### src/rtl/core/fsfs_pkg.sv
// ----------------------------------------------------------------------------
// fsfs_pkg
// shared types and constants of the function start floor search block
// ----------------------------------------------------------------------------
package fsfs_pkg;

    localparam int ADDR_W    = 64;
    localparam int OFFSET_W  = 32;
    localparam int INDEX_W   = 12;
    localparam int COUNT_W   = 13;
    localparam int CFG_IDX_W = 2;

    localparam logic CMD_LOAD  = 1'b0;
    localparam logic CMD_QUERY = 1'b1;

    localparam logic [CFG_IDX_W-1:0] REG_MODULE_LOW  = 2'd0;
    localparam logic [CFG_IDX_W-1:0] REG_MODULE_HIGH = 2'd1;
    localparam logic [CFG_IDX_W-1:0] REG_TABLE_BASE  = 2'd2;
    localparam logic [CFG_IDX_W-1:0] REG_ENTRY_COUNT = 2'd3;

    typedef struct packed {
        logic [ADDR_W-1:0]  module_low;
        logic [ADDR_W-1:0]  module_high;
        logic [ADDR_W-1:0]  table_base;
        logic [COUNT_W-1:0] entry_count;
    } t_cfg;

    typedef struct packed {
        logic              found;
        logic [ADDR_W-1:0] start_addr;
    } t_result;

endpackage

### src/rtl/core/fsfs_search.sv
// ----------------------------------------------------------------------------
// fsfs_search
// command decode and binary search sequencer around one shared add/compare
// ----------------------------------------------------------------------------
module fsfs_search #(
    parameter int DEPTH = 4096,
    parameter int AW    = 12,
    parameter int CW    = 13
) (
    input  logic                              i_clk,
    input  logic                              i_rst_n,
    input  fsfs_pkg::t_cfg                    i_cfg,
    input  logic                              i_valid,
    output logic                              o_ready,
    input  logic                              i_cmd,
    input  logic [fsfs_pkg::INDEX_W-1:0]      i_entry_index,
    input  logic [fsfs_pkg::OFFSET_W-1:0]     i_entry_offset,
    input  logic [fsfs_pkg::ADDR_W-1:0]       i_query_address,
    output logic                              o_wr_en,
    output logic [AW-1:0]                     o_wr_addr,
    output logic [fsfs_pkg::OFFSET_W-1:0]     o_wr_data,
    output logic                              o_rd_en,
    output logic [AW-1:0]                     o_rd_addr,
    input  logic [fsfs_pkg::OFFSET_W-1:0]     i_rd_data,
    output logic                              o_res_valid,
    input  logic                              i_res_ready,
    output fsfs_pkg::t_result                 o_res
);

    localparam logic [1:0] ST_IDLE  = 2'd0;
    localparam logic [1:0] ST_PROBE = 2'd1;
    localparam logic [1:0] ST_CMP   = 2'd2;
    localparam logic [1:0] ST_DONE  = 2'd3;

    logic [1:0]                      r_state;
    logic [CW-1:0]                   r_lo;
    logic [CW-1:0]                   r_hi;
    logic [CW-1:0]                   r_mid;
    logic [fsfs_pkg::ADDR_W-1:0]     r_addr;
    logic [fsfs_pkg::ADDR_W-1:0]     r_best;
    logic                            r_hit;

    logic                            accept;
    logic [31:0]                     idx_ext;
    logic [31:0]                     cnt_ext;
    logic [31:0]                     cnt_sat;
    logic                            eligible;
    logic [CW-1:0]                   span;
    logic [CW-1:0]                   mid;
    logic [fsfs_pkg::ADDR_W-1:0]     cand;
    logic                            cand_le;

    assign o_ready = (r_state == ST_IDLE);
    assign accept  = i_valid && o_ready;

    // table writes
    assign idx_ext   = 32'(i_entry_index);
    assign o_wr_en   = accept && (i_cmd == fsfs_pkg::CMD_LOAD) && (idx_ext < 32'(DEPTH));
    assign o_wr_addr = idx_ext[AW-1:0];
    assign o_wr_data = i_entry_offset;

    // query setup
    assign cnt_ext  = 32'(i_cfg.entry_count);
    assign cnt_sat  = (cnt_ext > 32'(DEPTH)) ? 32'(DEPTH) : cnt_ext;
    assign eligible = (i_query_address >= i_cfg.module_low)
                   && (i_query_address <  i_cfg.module_high)
                   && (i_cfg.table_base != '0)
                   && (cnt_sat != '0);

    // probe address
    assign span      = r_hi - r_lo;
    assign mid       = r_lo + (span >> 1);
    assign o_rd_en   = (r_state == ST_PROBE) && (r_lo < r_hi);
    assign o_rd_addr = mid[AW-1:0];

    // shared add and compare
    assign cand    = i_cfg.table_base
                   + {{(fsfs_pkg::ADDR_W - fsfs_pkg::OFFSET_W){i_rd_data[fsfs_pkg::OFFSET_W-1]}},
                      i_rd_data};
    assign cand_le = (cand <= r_addr);

    assign o_res_valid      = (r_state == ST_DONE);
    assign o_res.found      = r_hit;
    assign o_res.start_addr = r_hit ? r_best : '0;

    always_ff @(posedge i_clk) begin
        if (!i_rst_n) begin
            r_state <= ST_IDLE;
        end else begin
            unique case (r_state)
                ST_IDLE: begin
                    if (accept && (i_cmd == fsfs_pkg::CMD_QUERY)) begin
                        r_state <= ST_PROBE;
                    end
                end
                ST_PROBE: begin
                    r_state <= (r_lo < r_hi) ? ST_CMP : ST_DONE;
                end
                ST_CMP: begin
                    r_state <= ST_PROBE;
                end
                ST_DONE: begin
                    if (i_res_ready) begin
                        r_state <= ST_IDLE;
                    end
                end
                default: r_state <= ST_IDLE;
            endcase
        end
    end

    always_ff @(posedge i_clk) begin
        if (r_state == ST_IDLE) begin
            r_addr <= i_query_address;
            r_lo   <= '0;
            r_hi   <= eligible ? cnt_sat[CW-1:0] : '0;
            r_best <= '0;
            r_hit  <= 1'b0;
        end else if (r_state == ST_PROBE) begin
            r_mid <= mid;
        end else if (r_state == ST_CMP) begin
            if (cand_le) begin
                r_best <= cand;
                r_hit  <= 1'b1;
                r_lo   <= r_mid + CW'(1);
            end else begin
                r_hi <= r_mid;
            end
        end
    end

endmodule

### config.mk
export PLATFORM = sky130hd
export DESIGN_NAME = fsfs_search
export DESIGN_NICKNAME = d
export VERILOG_FILES = /design/src/rtl/core/fsfs_pkg.sv /design/src/rtl/core/fsfs_search.sv
export SDC_FILE = /design/constraint.sdc
export NUM_CORES = 1
export LEC_CHECK = 0
export ABC_AREA = 1
export BUFFER_PORTS_ARGS = -buffer_cell sky130_fd_sc_hd__buf_2
export CAP_MARGIN = 20
export CORE_MARGIN = 4
export CORE_UTILIZATION = 28
export CTS_CLUSTER_DIAMETER = 80
export CTS_CLUSTER_SIZE = 40
export DETAILED_ROUTE_END_ITERATION = 6
export GPL_ROUTABILITY_DRIVEN = 0
export PLACE_DENSITY = 0.45
export SYNTH_ARGS = -nofsm -noshare
export SYNTH_HDL_FRONTEND = slang
export SYNTH_SLANG_ARGS = --single-unit
### constraint.sdc
create_clock -name i_clk -period 6.4 [get_ports i_clk]
set_clock_uncertainty 0.1 [all_clocks]
set_input_delay 0.32 -clock i_clk [delete_from_list [all_inputs] [get_ports i_clk]]
set_output_delay 0.32 -clock i_clk [all_outputs]
set_load 0.01 [all_outputs]
# == Word level (Yosys, flattened, before mapping) ==
# Index checks and enable logic that the tools add are counted.
# classes
mux,11
add_sub_neg,4
reduce_logical,16
magnitude_cmp,6
bitwise_logic,3
n_eq_ne,7
# op_table
op,n
two-way mux 13 bit,6
adder 64 bit,1
greater-or-equal comparator 64 bit,1
<= comparator 64 bit,1
< comparator 64 bit,1
two-way mux 64 bit,1
nonzero test 64 bit,1
nonzero test 32 bit,1
adder 13 x 1 -> 13 bit (second input constant),1
adder 13 x 12 -> 13 bit,1
> comparator 13 bit (second input constant),1
< comparator 12 x 13 -> 1 bit (second input constant),1
< comparator 13 bit,1
subtractor 13 bit,1
logical AND 1 bit,8
case mux 2 bit (4 select lines),1
AND reduction 3 bit,2
== test 2 bit (second input constant),2
two-way mux 2 bit,2
inequality test 2 x 1 -> 1 bit (second input constant),2
inequality test 2 bit (second input constant),2
AND reduction 2 bit,2
NOT 1 bit,3
== test 2 x 1 -> 1 bit (second input constant),1
3 further kinds,3
# word_totals
output_inout_bits,125
inputBits,350
ff_bits,170

# == Logic depth before layout (Yosys ltp) ==
# depth
depth_word,6
mapped_depth,31

# == Least setup slack after synthesis ==
# Ideal clock, no wire load.
# synth_path
kind,flip-flop to flip-flop
start,reg r_state[1]
end,"reg r_hi[10], data pin"
slack_ns,1.876
t_arrival_ns,4.170
setup_time_ns,0.254
t_required_ns,6.046
path_stages_with_launch,8
synth_period_minus_slack_ns,4.524
cell_sequence,dfxtp_1 > clkbuf_1 > nor2_1 > inv_2 > clkbuf_1 > clkbuf_1 > nand2_1 > nand2_1
# synth_via
elab_chain_cells,2
# synth_rtl
element,line_no,rtl
start: declaration,fsfs_search.sv:35,logic [1:0] r_state;
start signal: assignment,fsfs_search.sv:97,r_state <= (r_lo < r_hi) ? ST_CMP : ST_DONE;
logical NOT 2 bit,-,
via o_ready,fsfs_search.sv:14,"output logic o_ready,"
two-way mux 13 bit,fsfs_search.sv:113,if (r_state == ST_IDLE) begin
end signal: assignment,fsfs_search.sv:116,r_hi <= eligible ? cnt_sat[CW-1:0] : '0;
end signal: assignment,fsfs_search.sv:127,r_hi <= r_mid;
end: declaration,fsfs_search.sv:37,logic [CW-1:0] r_hi;
# The timed path passes the listed nets, and every way through them passes these cells.
# A chain may end at the register's enable or synchronous reset.

# == Final worst setup path ==
# layout_path
start,in i_rd_data[31] in the netlist's numbering
end,reg r_best[6] in the netlist's numbering
# layout_via
elab_chain_cells,3
# layout_rtl
element,line_no,rtl
start: declaration,fsfs_search.sv:24,"input logic [fsfs_pkg::OFFSET_W-1:0] i_rd_data,"
adder 64 bit,fsfs_search.sv:78,"+ {{(fsfs_pkg::ADDR_W - fsfs_pkg::OFFSET_W){i_rd_data[fsfs_pkg::OFFSET_W-1]}},"
via cand (one bit),fsfs_search.sv:50,logic [fsfs_pkg::ADDR_W-1:0] cand;
<= comparator 64 bit,fsfs_search.sv:80,assign cand_le = (cand <= r_addr);
AND reduction 3 bit (no line),-,
end signal: assignment,fsfs_search.sv:123,r_best <= cand;
end: declaration,fsfs_search.sv:40,logic [fsfs_pkg::ADDR_W-1:0] r_best;
# The timed path passes the listed nets, and every way through them passes these cells.

==> impl_metrics.json <==
{
  "totalWireLength_mm": 71.0,
  "required_ns": 6.71,
  "worstReg2RegEnd": "r_mid[11]",
  "worst_setup_path_start_kind": "input pin",
  "peakVddDrop_mv": 0.213,
  "slew_headroom": 0.257,
  "critPathKind": "in -> reg",
  "num_rows": 92,
  "insertion_delay_ns": 0.48,
  "swShare": 0.451,
  "drc_errors": 0,
  "cpPeakStageDelay_ns": 0.47,
  "critPathBufInv": 3,
  "min_path_cells": 3,
  "critPathCaptureType": "register",
  "wl_per_cell_um": 17.9,
  "dp_slack_ns": 1.04,
  "core_sq_um": 63300,
  "grt_pass1_wl_mm": 104,
  "cts_resized": 0,
  "crit-reg2reg-launch": "r_lo[2]",
  "timing.critical_path.mode_cell": "nand2_1",
  "layout_common_cells": "nand2_1, inv_1, buf_2",
  "yosys_warnings": 0,
  "clockBufferDepth": 2,
  "min_to": "r_state[0]",
  "cts_sinks": 170,
  "holdBufCountCts": 66,
  "final_nets": 3721,
  "pwr_density_cell_nw_per_um2": 254,
  "postCtsSetupRepairBufs": 0,
  "worstPathArrival_ns": 5.25,
  "root_buffer": "clkbuf_16",
  "async_flop_share": 0,
  "yosysUniqueCellTypes": 43,
  "period_share": 0.771,
  "power_frac_seq": 0.292,
  "synthTopCellsByArea": "ha_1, edfxtp_1, nand2_1",
  "power_uw": 5520,
  "first_iter_violations": 997,
  "final_common_cell": "nand2_1",
  "fillerInstances": 7175,
  "tns_ns": 0,
  "syn_avg_cell_area_sq_um": 6.67,
  "worst_pin_slew_ns": 1.11,
  "clkTransAtPathRegs_ns": 0.07,
  "slew_viol_final": 0,
  "ff2ff_setup_slack_ns": 2.67,
  "ys_seq_area_frac": 0.239,
  "switchingPower_uw": 2490,
  "synth_ff_type": "edfxtp_1",
  "clkPwrFrac": 0.193,
  "htree_levels": 4,
  "drive_gt1_frac": 0.144,
  "cp_slowest_cell": "buf_2",
  "hold_path.class": "in -> reg",
  "grt_max_degree": 67,
  "cts_buffers": 17,
  "via_per_inst": 4.73,
  "fp.dieArea_sq_um": 68400,
  "worstPathMaxFanout": 47,
  "final_hold_viol_count": 0,
  "first_global_vias": 18337,
  "finalSetupViolations": 0,
  "ant_nets": 0,
  "intPower_uw": 3030,
  "chipHeight_um": 262,
  "ys_ff_latch": 170,
  "synth_top_area_share": 0.195,
  "clock.fmax_mhz": 203,
  "io_pins": 475,
  "reg2reg_depth": 16,
  "synth_area_sq_um": 18000,
  "drt_pass1_iterations": 6,
  "setup_ws_ns": 1.46,
  "synth_fp_nets": 3333,
  "antenna_found_initial": 8,
  "dpl.hpwl_mm": 61.9,
  "synthCells": 2700,
  "cap_violations": 0,
  "p_leak_uw": 0.0117,
  "area_delta_synth_final_pct": 20.7,
  "die_w_um": 262,
  "initial_core_util": 0.284,
  "grt-ovfl-total": 0,
  "cts_tree": "done",
  "synth_enable_flop_cells": 90,
  "critical-path-top-delay-family": "simple AND/OR/NAND/NOR gates",
  "grt_setup_unrepaired": "false",
  "portBuffers": 386,
  "synth_top_area_cell": "ha_1",
  "gr-usage-all-layers": 0.201,
  "outcome": "finished, final reports clean",
  "combPwrFrac": 0.515,
  "vias": 18700,
  "hp-start": "i_res_ready",
  "fin_util": 0.343,
  "min_period_ns": 4.94
}
## worst max-delay path by stage
stage,from,to,slack [ns],cells after the start
after CTS,i_rd_data[31],r_best[6],1.53,26
final,i_rd_data[31],r_best[6],1.46,25
after global placement,i_rd_data[31],r_best[16],1.05,26
after global routing,i_rd_data[31],r_best[19],1.11,25
after detailed placement,i_rd_data[31],r_best[6],1.04,26
after floorplan,r_state[1],r_hi[10],1.88,7
## registers in the layout (all words and copies together), names as in the netlist
| signal | count |
|---|---|
| r_mid | 13 |
| r_state | 2 |
| r_hit | 1 |
| r_addr | 64 |
| r_lo | 13 |
| r_hi | 13 |
| r_best | 64 |
## synth_stat cells (7+ instances only)
| master | instances |
|---|---|
| o211ai_1 | 8 |
| o21bai_1 | 17 |
| nand3_1 | 160 |
| buf_4 | 58 |
| edfxtp_1 | 90 |
| o21ai_0 | 84 |
| a21oi_1 | 211 |
| nor2_1 | 268 |
| xor2_1 | 60 |
| a31oi_1 | 7 |
| nand4_1 | 54 |
| a21o_1 | 9 |
| or2_2 | 8 |
| xnor2_1 | 12 |
| dfxtp_1 | 80 |
| nor4_1 | 10 |
| nand2_1 | 712 |
| nor3_1 | 23 |
| o21a_1 | 13 |
| inv_1 | 467 |
| clkbuf_1 | 21 |
| ha_1 | 280 |
## per-layer routing
| layer | part of all wire | GRT usage | vias up |
|---|---|---|---|
| met5 | 0 | 0 | - |
| met4 | 0.027 | 0.0607 | 0 |
| met3 | 0.048 | 0.0349 | 74 |
| met2 | 0.47 | 0.339 | 458 |
| met1 | 0.45 | 0.264 | 8666 |
| li1 | - | - | 9502 |
## worst reg2reg max path: cells and delay by family, from the launching register on
family / cells / cell delay (ns)
flip-flops: 1 / 0.38
adder cells (fa/ha/maj): 2 / 0.71
AND/OR/NAND/NOR: 3 / 0.27
buffers and inverters: 1 / 0.06
AO/OA/AOI/OAI: 8 / 1.63
XOR/XNOR: 2 / 0.40
## power groups by stage
| stage | registers (uW) | logic, uW | clock network, uW |
|---|---|---|---|
| CTS | 1610 | 2860 | 1100 |
| global placement | 1640 | 2770 | 0 |
| global route | 1640 | 3210 | 1140 |
| detailed placement | 1630 | 2810 | 0 |
| finish | 1610 | 2850 | 1070 |
| floorplan | 1570 | 2080 | 0 |
## stage by stage
stage               area, sq um  instances  hold WS, ns
floorplan                 18000       2700        0.318
global placement          20500       3849        0.353
detailed placement        20500       3849        0.358
CTS                       21700       3947      0.00489
global route              21700       3955       0.0325
finish                    21700       3955       0.0433
## layout make-up
type	count	area [sq um]	area share
Tap cell	846	1060	0.0487
Clock buffer	18	439	0.0202
Timing Repair Buffer	465	2690	0.124
Multi-Input combinational cell	1965	11300	0.521
Sequential cell	170	4310	0.198
Clock inverter	14	146	0.00673
Inverter	469	1760	0.0811
Antenna cell	8	20.0	0.000921
## kinds of logic (layout without fill, tap and decap cells)
| family | after synthesis | in the layout | synth area share |
|---|---|---|---|
| AO/OA/AOI/OAI | 364 | 364 | 0.110 |
| XOR/XNOR | 72 | 72 | 0.0350 |
| adder cells (fa/ha/maj) | 283 | 283 | 0.198 |
| buffers and inverters | 565 | 966 | 0.133 |
| flip-flops | 170 | 170 | 0.239 |
| other | 0 | 8 | 0 |
| AND/OR/NAND/NOR | 1246 | 1246 | 0.285 |
Note: power is estimated with default switching activity, not from simulation.
