===== src/rtl/core/fsfs_pkg.sv =====
// ----------------------------------------------------------------------------
// fsfs_pkg
// shared types and constants of the function start floor search block
// ----------------------------------------------------------------------------
package fsfs_pkg;

    localparam int ADDR_W    = 64;
    localparam int OFFSET_W  = 32;
    localparam int INDEX_W   = 12;
    localparam int COUNT_W   = 13;
    localparam int CFG_IDX_W = 2;

    localparam logic CMD_LOAD  = 1'b0;
    localparam logic CMD_QUERY = 1'b1;

    localparam logic [CFG_IDX_W-1:0] REG_MODULE_LOW  = 2'd0;
    localparam logic [CFG_IDX_W-1:0] REG_MODULE_HIGH = 2'd1;
    localparam logic [CFG_IDX_W-1:0] REG_TABLE_BASE  = 2'd2;
    localparam logic [CFG_IDX_W-1:0] REG_ENTRY_COUNT = 2'd3;

    typedef struct packed {
        logic [ADDR_W-1:0]  module_low;
        logic [ADDR_W-1:0]  module_high;
        logic [ADDR_W-1:0]  table_base;
        logic [COUNT_W-1:0] entry_count;
    } t_cfg;

    typedef struct packed {
        logic              found;
        logic [ADDR_W-1:0] start_addr;
    } t_result;

endpackage


===== src/rtl/core/fsfs_cfg.sv =====
// ----------------------------------------------------------------------------
// fsfs_cfg
// configuration register file: module range, table base and entry count
// ----------------------------------------------------------------------------
module fsfs_cfg (
    input  logic                             i_clk,
    input  logic                             i_rst_n,
    input  logic                             i_cfg_valid,
    output logic                             o_cfg_ready,
    input  logic [fsfs_pkg::CFG_IDX_W-1:0]   i_cfg_index,
    input  logic [fsfs_pkg::ADDR_W-1:0]      i_cfg_data,
    output fsfs_pkg::t_cfg                   o_cfg
);

    fsfs_pkg::t_cfg r_cfg;

    assign o_cfg_ready = 1'b1;
    assign o_cfg       = r_cfg;

    always_ff @(posedge i_clk) begin
        if (!i_rst_n) begin
            r_cfg <= '0;
        end else if (i_cfg_valid) begin
            unique case (i_cfg_index)
                fsfs_pkg::REG_MODULE_LOW:  r_cfg.module_low  <= i_cfg_data;
                fsfs_pkg::REG_MODULE_HIGH: r_cfg.module_high <= i_cfg_data;
                fsfs_pkg::REG_TABLE_BASE:  r_cfg.table_base  <= i_cfg_data;
                fsfs_pkg::REG_ENTRY_COUNT: begin
                    r_cfg.entry_count <= i_cfg_data[fsfs_pkg::COUNT_W-1:0];
                end
                default: ;
            endcase
        end
    end

endmodule


===== config.mk =====
export PLATFORM = sky130hd
export DESIGN_NAME = fsfs_cfg
export DESIGN_NICKNAME = d
export VERILOG_FILES = /design/src/rtl/core/fsfs_pkg.sv /design/src/rtl/core/fsfs_cfg.sv
export SDC_FILE = /design/constraint.sdc
export NUM_CORES = 1
export LEC_CHECK = 0
export BUFFER_PORTS_ARGS = -buffer_cell sky130_fd_sc_hd__buf_2
export CAP_MARGIN = 20
export CORE_UTILIZATION = 35
export CTS_CLUSTER_DIAMETER = 100
export DETAILED_ROUTE_END_ITERATION = 10
export GPL_ROUTABILITY_DRIVEN = 1
export PLACE_DENSITY = 0.64
export SETUP_SLACK_MARGIN = 0.5
export SLEW_MARGIN = 20
export SYNTH_ARGS = -nofsm -noshare
export SYNTH_HDL_FRONTEND = slang
export SYNTH_SLANG_ARGS = --single-unit

===== constraint.sdc =====
create_clock -name i_clk -period 1.91 [get_ports i_clk]
set_clock_uncertainty 0.05 [all_clocks]
set_input_delay 0.382 -clock i_clk [delete_from_list [all_inputs] [get_ports i_clk]]
set_output_delay 0.382 -clock i_clk [all_outputs]
set_load 0.005 [all_outputs]

; Word level (Yosys, flattened, before mapping)
; Index checks and enable logic that the tools add are counted.
[classes]
n_mux = 0
div_mod_pow = 0
n_eq_ne = 3
n_shift = 0
addsub = 0
n_bitwise = 0
n_lt_le_gt_ge = 0
multipliers = 0
reduce_logical = 5
[op_table]
columns = cell, count
row1 = AND reduction 2 bit, 4
row2 = == test 2 bit (second input constant), 2
row3 = == test 2 x 1 -> 1 bit (second input constant), 1
row4 = zero test 2 bit, 1
[word_totals]
output_inout_bits = 206
memories = 0
ram_bits = 0
reg_bits = 205
rom_bits = 0
latchBits = 0
input_bits = 69

; Depth between registers and ports, before layout
; Gate-level depths: netlist of run 1.
[logic_depth]
word_depth = 2
mapped_depth = 5

; Worst setup path after synthesis of run 1
; Ideal clock, no wire load.
[synth_path]
path_type = input -> register
from = input i_cfg_index[1] in the netlist's numbering
to = register r_cfg (netlist bit o_cfg[150])
slack_ns = 0.722
required_ns = 1.788
path_stages = 4
t_arrival_ns = 1.066
setup_time_ns = 0.072
cell_sequence = nor3b_4 > buf_12 > buf_12 > mux2i_1
[synth_via]
elab_chain_len = 2
[synth_lines]
columns = element, line
row1 = "start, declared", fsfs_cfg.sv:10  ; input logic [fsfs_pkg::CFG_IDX_W-1:0] i_cfg_index,
row2 = zero test 2 bit, fsfs_cfg.sv:24  ; unique case (i_cfg_index)
row3 = AND reduction 2 bit (no line), n/a
row4 = "end, declared", fsfs_cfg.sv:15  ; fsfs_pkg::t_cfg r_cfg;
; No other way between the ends.
; A chain may end at the register's enable or synchronous reset.

; Worst setup path in the final report of run 1
[layout_path]
from = register r_cfg (netlist bit o_cfg[135])
to = output o_cfg[135] in the netlist's numbering
[layout_lines]
columns = element, line
row1 = "end, declared", fsfs_cfg.sv:12  ; output fsfs_pkg::t_cfg o_cfg
; No word-level cell between the ends.

==> impl_metrics.csv, run 1 <==
group,metric,value,unit
yosys,synth_compound_area_share,0,%
power,finalPower,9.345,mW
yosys,synth_warnings,0,
place,hpwl,13.07,mm
timing,whs,126.7,ps
yosys,postSynthAreaPerCell,10.47,um^2
final_layout,fin_nets,1072,
critical_path,crit_type,"reg2out",
clocking,tritoncts,"done",
detailed_routing,routed_wl,19.18,mm
clocking,cts_made_buffers,22,
final_layout,drive_above_1_share,45.03,%
yosys,synth_top_family_by_area,"multiplexers",
worst_hold_path,min_delay_path_depth,3,
floorplan,rows,53,
power,p_leak,5.375,nW
floorplan,die_area,22650,um^2
timing,finalWorstSetupSlack,535.4,ps
yosys,synth_top_area_share,53.18,%
yosys,yosys.area_share.simple,13.65,%
detailed_routing,wl_per_cell,14.84,um
floorplan,core-area,21290,um^2
floorplan,die_w,150.5,um
detailed_routing,drt-pass1-iter-count,4,
timing,hold_viol,0,
critical_path,slowest_delay,340,ps
critical_path,critical-path-top-delay-family,"flip-flops",
critical_path,cp_slowest_cell,"dfxtp_1",
yosys,synth_seq_cells,205,
global_routing,grt_pass1_wl,28.91,mm
worst_hold_path,holdPathEnd,"o_cfg[101]",
critical_path,cp.depth,1,
global_routing,grt_pass1_vias,5577,
detailed_routing,via_per_inst,4.531,
floorplan,ios,275,
yosys,yosys.cell_types.count,13,
global_routing,gr-total-overflow,0,
clocking,cts.sinks,205,
floorplan,initial_utilization,36.25,%
yosys,netlist_top_cells_area,"dfxtp_1, mux2i_1, nand2_1",
clocking,cts_root_buf,"clkbuf_16",
global_routing,antenna_found_initial,1,
critical_path,critPathMaxFanout,2,
detailed_routing,num_vias,5859,
yosys,synthMuxAreaShare,26.59,%
place,dpl.cell_count,1252,
timing,relSlewSlack,62.63,%
detailed_routing,ant_nets,0,
critical_path,cp-start-kind,"flop",
yosys,syn_area,7717,um^2
power,powerDensity,919.2,nW/um^2
final_layout,fin_cells,1293,
worst_hold_path,hold_start,"i_cfg_data[24]",
global_routing,track_usage,16.04,%
detailed_routing,drt_iter0_markers,147,
yosys,seq_area_frac_synth,53.18,%
timing,min_period,1375,ps
timing,finalCritPeriodShare,71.97,%
timing,fin_tns_setup,0,ps
critical_path,r2r-start,"o_cfg[166]",
yosys,async_flop_share,0,%
timing,rsz0062_at_grt,"yes",
worst_hold_path,hold_class,"in2reg",
final_layout,largest_register_ffs,205,
critical_path,r2r_setup_slack,1180,ps
clocking,hold_buffers,0,
critical_path,end_kind,"output port",
timing,worst_pin_slew,560.0,ps
critical_path,cp_cell_sequence,"buf_2",
global_routing,grt_max_degree,65,
clocking,clk_latency,480,ps
critical_path,cp_data_arrival_time,940,ps
yosys,synth-xor-area-share,0,%
clocking,cts_buffer_depth,3,
timing,fmax,727.5,MHz
place,io_buffers,273,
critical_path,cp.required,1480,ps
yosys,synth_edf_count,0,
timing,drv_slew,0,
power,ir_worst_vdd,0.5486,mV
yosys,yosys.area.top_type,"dfxtp_1",
final_layout,area.growth.synth_to_final,31.73,%
floorplan,dieHeight,150.5,um
yosys,synthTopCellsByCount,"nand2_1, dfxtp_1, mux2i_1",
place,gp_congestion,0.7421,
yosys,synth_fp_nets,806,
yosys,synth_most_common_cell,"nand2_1",
yosys,synthAdderAreaFrac,0,%
critical_path,ff2ff_path_depth,3,
critical_path,critPathBufInv,1,
yosys,synth_ff_type,"dfxtp_1",
clocking,htreeDepth,1,
status,outcome,"complete, no violations",
place,place_ws,357.2,ps
detailed_routing,drc,0,
flow_run,max_cap_violations,0,
yosys,synth_cells,737,
critical_path,r2r_end,"o_cfg[166]",
clocking,clk_pin_slew_worst_paths,60,ps
timing,setup_violations,0,
[layout by cell type (no fill, tap or decap), drive strengths merged]
cell type  Yosys  final
conb           1      1
nand2        269    269
clkbuf         5     38
clkinv         0      1
nor3b          1      1
mux2i        205    205
buf           48    294
dfxtp        205    205
nand3b         2      2
nand3          1      1
diode          0      1
[what timing repair did]
item / 4_1_cts / 5_1_grt
buffers inserted: 0 / 2
setup endpoints to repair: 36 / 110
resized for setup: 37 / 114
endpoints found under the hold margin: 0 / 0
[cell families (layout without fill, tap and decap cells)]
family                 count (synthesis)  count (layout)
and+or+nand+nor                      273             273
buffers and inverters                 53             333
muxes                                205             205
DFF                                  205             205
other                                  1               2
[metrics by stage]
| stage | instance area, um^2 | utilization (%) |
|---|---|---|
| 2_1_floorplan | 7717 | - |
| 3_3_place_gp | 9170 | 43.08 |
| 3_5_place_dp | 9170 | 43.08 |
| 4_1_cts | 9920 | 46.60 |
| 5_1_grt | 10160 | 47.75 |
| 6_report | 10170 | 47.76 |
[power breakdown]
group	leakage [nW]	internal, mW	switching [mW]
sequential	1.73	4.45	0.0759
clock	0.340	2.43	1.63
combinational	3.31	0.352	0.410
[layer usage]
layer | up-vias | routed length, um | part of all wire (%) | GRT usage, %
met2 | 195 | 8784 | 46 | 26.06
li1 | 2941 | - | - | -
met4 | 0 | 305 | 1.6 | 4.444
met1 | 2697 | 8543 | 45 | 20.35
met3 | 26 | 1551 | 8.1 | 5.030
met5 | - | 0 | 0 | 0
[worst max path at each step]
| stage | startpoint | to |
|---|---|---|
| after floorplan | i_cfg_index[1] | o_cfg[150] |
| after global placement | i_cfg_index[1] | o_cfg[149] |
| after detailed placement | i_cfg_index[1] | o_cfg[202] |
| after CTS | o_cfg[57] | o_cfg[57] |
| after global routing | o_cfg[172] | o_cfg[172] |
| final | o_cfg[135] | o_cfg[135] |
[area by class of cell]
| cell class | count | area (um^2) |
|---|---|---|
| repair buffers | 295 | 1749 |
| multi-input cells | 479 | 3109 |
| clock inverters | 1 | 5.005 |
| well taps | 275 | 344.1 |
| diodes | 1 | 2.502 |
| clock buffers | 37 | 688.2 |
| fillers | 2057 | 11120 |
| flip-flops and latches | 205 | 4268 |
(Power assumes the default switching activity.)
==> run 2: changes to the inputs <==
--- a/config.mk
+++ b/config.mk
@@ -11,7 +11,7 @@
 export CTS_CLUSTER_DIAMETER = 100
 export DETAILED_ROUTE_END_ITERATION = 10
 export GPL_ROUTABILITY_DRIVEN = 1
-export PLACE_DENSITY = 0.64
+export PLACE_DENSITY = 0.66
 export SETUP_SLACK_MARGIN = 0.5
 export SLEW_MARGIN = 20
 export SYNTH_ARGS = -nofsm -noshare
==> constraint.sdc (replaced) <==
create_clock -name i_clk -period 1.1 [get_ports i_clk]
set_clock_uncertainty 0.05 [all_clocks]
set_input_delay 0.22 -clock i_clk [delete_from_list [all_inputs] [get_ports i_clk]]
set_output_delay 0.22 -clock i_clk [all_outputs]
set_load 0.005 [all_outputs]
==> run 2 against run 1 <==
  * The run now ends with negative hold slack, negative setup slack left
  * Non-clock buffer count up 93
  * Combinational power rose to 2.7 times the previous value
  * Sequential power up 75%
  * Core utilization up 11 points
  * Register-to-register slack worse by 890 ps
  * Routed wire length up 25%
  * Final cell count up 7.2%
  * Critical path depth unchanged
  * Die area unchanged
  * Count of clock-buffer cells in the layout down 7
  * Critical endpoint is now o_cfg[147]
  * Largest power group unchanged
==> impl_metrics.csv, run 2 (synthesis gave the netlist of run 1 again) <==
group,metric,value,unit
critical_path,slowest_delay,360,ps
power,finalPower,17.66,mW
critical_path,cp_cell_sequence,"buf_6",
critical_path,critPathBufInv,1,
clocking,htreeDepth,1,
clocking,clk_pin_slew_worst_paths,60,ps
detailed_routing,ant_nets,0,
timing,drv_slew,0,
timing,fin_tns_setup,-20860,ps
floorplan,rows,53,
detailed_routing,drt-pass1-iter-count,4,
place,gp_congestion,0.7572,
critical_path,cp_slowest_cell,"dfxtp_4",
global_routing,gr-total-overflow,0,
floorplan,initial_utilization,36.25,%
timing,whs,-37.94,ps
place,hpwl,13.94,mm
detailed_routing,routed_wl,23.99,mm
critical_path,cp.required,830,ps
critical_path,critPathMaxFanout,2,
critical_path,cp_data_arrival_time,970,ps
status,outcome,"complete, but fails checks",
timing,min_period,1237,ps
critical_path,r2r_setup_slack,290,ps
timing,setup_violations,205,
global_routing,antenna_found_initial,0,
floorplan,die_w,150.5,um
detailed_routing,num_vias,6393,
power,p_leak,6.302,nW
flow_run,max_cap_violations,0,
global_routing,track_usage,19.44,%
floorplan,die_area,22650,um^2
place,io_buffers,273,
clocking,cts.sinks,205,
final_layout,fin_nets,1165,
timing,finalCritPeriodShare,112.5,%
worst_hold_path,hold_class,"in2reg",
timing,fmax,808.3,MHz
status,violations,"negative hold slack, negative setup slack",
critical_path,crit_type,"reg2out",
worst_hold_path,min_delay_path_depth,3,
final_layout,fin_util,59.14,%
detailed_routing,wl_per_cell,17.31,um
power,ir_worst_vdd,1.411,mV
final_layout,layout_commonest_cell,"nand2_1",
final_layout,n_antenna_cell,0,
power,powerDensity,1403,nW/um^2
global_routing,grt_max_degree,46,
detailed_routing,drt_iter0_markers,202,
final_layout,final_cell_mix,"nand2_1, dfxtp_2, mux2i_1, buf_6, buf_2",
floorplan,core-area,21290,um^2
critical_path,end_kind,"output port",
timing,hold_viol,100,
critical_path,ff2ff_path_depth,4,
timing,rsz0062_at_grt,"yes",
clocking,cts_buffer_depth,3,
detailed_routing,via_per_inst,4.613,
detailed_routing,drc,0,
clocking,cts_made_buffers,22,
place,place_ws,-227.7,ps
floorplan,dieHeight,150.5,um
global_routing,grt_pass1_vias,6130,
critical_path,critical-path-top-delay-family,"flip-flops",
floorplan,ios,275,
timing,finalWorstSetupSlack,-137.1,ps
final_layout,area.growth.synth_to_final,63.12,%
critical_path,cp.depth,1,
clocking,clk_latency,500,ps
clocking,tritoncts,"done",
global_routing,grt_pass1_wl,33.89,mm
critical_path,cp-start-kind,"flop",
final_layout,drive_above_1_share,58.42,%
final_layout,largest_register_ffs,205,
clocking,cts_root_buf,"clkbuf_16",
[run 2: changes by cell type in the layout (fill, tap and decap cells not counted), moves of 15 or more]
cell and delta:
buf_2 -117, dfxtp_1 -74, nand2_1 -15, buf_4 +17, buf_12 +16, buf_6 +154
dfxtp_2 +73
[run 2: area by class of cell]
type | instances | area (um^2)
fill | 1749 | 8698
sequential | 205 | 4363
timing repair buffer | 388 | 3935
multi-input combinational | 479 | 3192
clock buffer | 30 | 631.9
tap | 275 | 344.1
clock inverter | 9 | 122.6
[run 2: metrics by stage]
stage | cell area, um^2 | std cells
3_3_place_gp | 9468 | 1277
4_1_cts | 11830 | 1356
3_5_place_dp | 9468 | 1277
2_1_floorplan | 7770 | 737
5_1_grt | 12590 | 1386
6_report | 12590 | 1386
[run 2: path summary, 6_finish.rpt]
check / from / end
worst max-delay path: o_cfg[147] / o_cfg[147]
worst min-delay path: i_cfg_data[26] / o_cfg[39]
worst max register to register: o_cfg[4] / o_cfg[4]
worst min register to register: o_cfg[127] / o_cfg[127]
[run 2: timing repair]
item	CTS	global route
pin swaps	8	2
gates cloned	14	5
gates resized for setup	348	81
endpoints found under the setup margin	410	410
hold endpoints to repair	163	95
setup buffers	26	25
[run 2: power breakdown]
part | switching [mW] | total, mW | internal [mW]
combinational | 0.871 | 2.02 | 1.15
sequential | 0.176 | 7.91 | 7.74
clock | 3.01 | 7.73 | 4.72
[run 2: worst register-to-register path, stage by stage (launching register included)]
cell	delay [ps]
dfxtp_2	330
buf_6	110
buf_6	100
nand2_2	50
mux2i_1	50
[run 2: routing by layer]
layer	track usage [%]	share of wire [%]	vias to the layer above
li1	-	-	3132
met1	23.14	40	3015
met2	33.55	50	214
met3	5.909	7.8	32
met4	5.455	2.0	0
met5	0	0	-
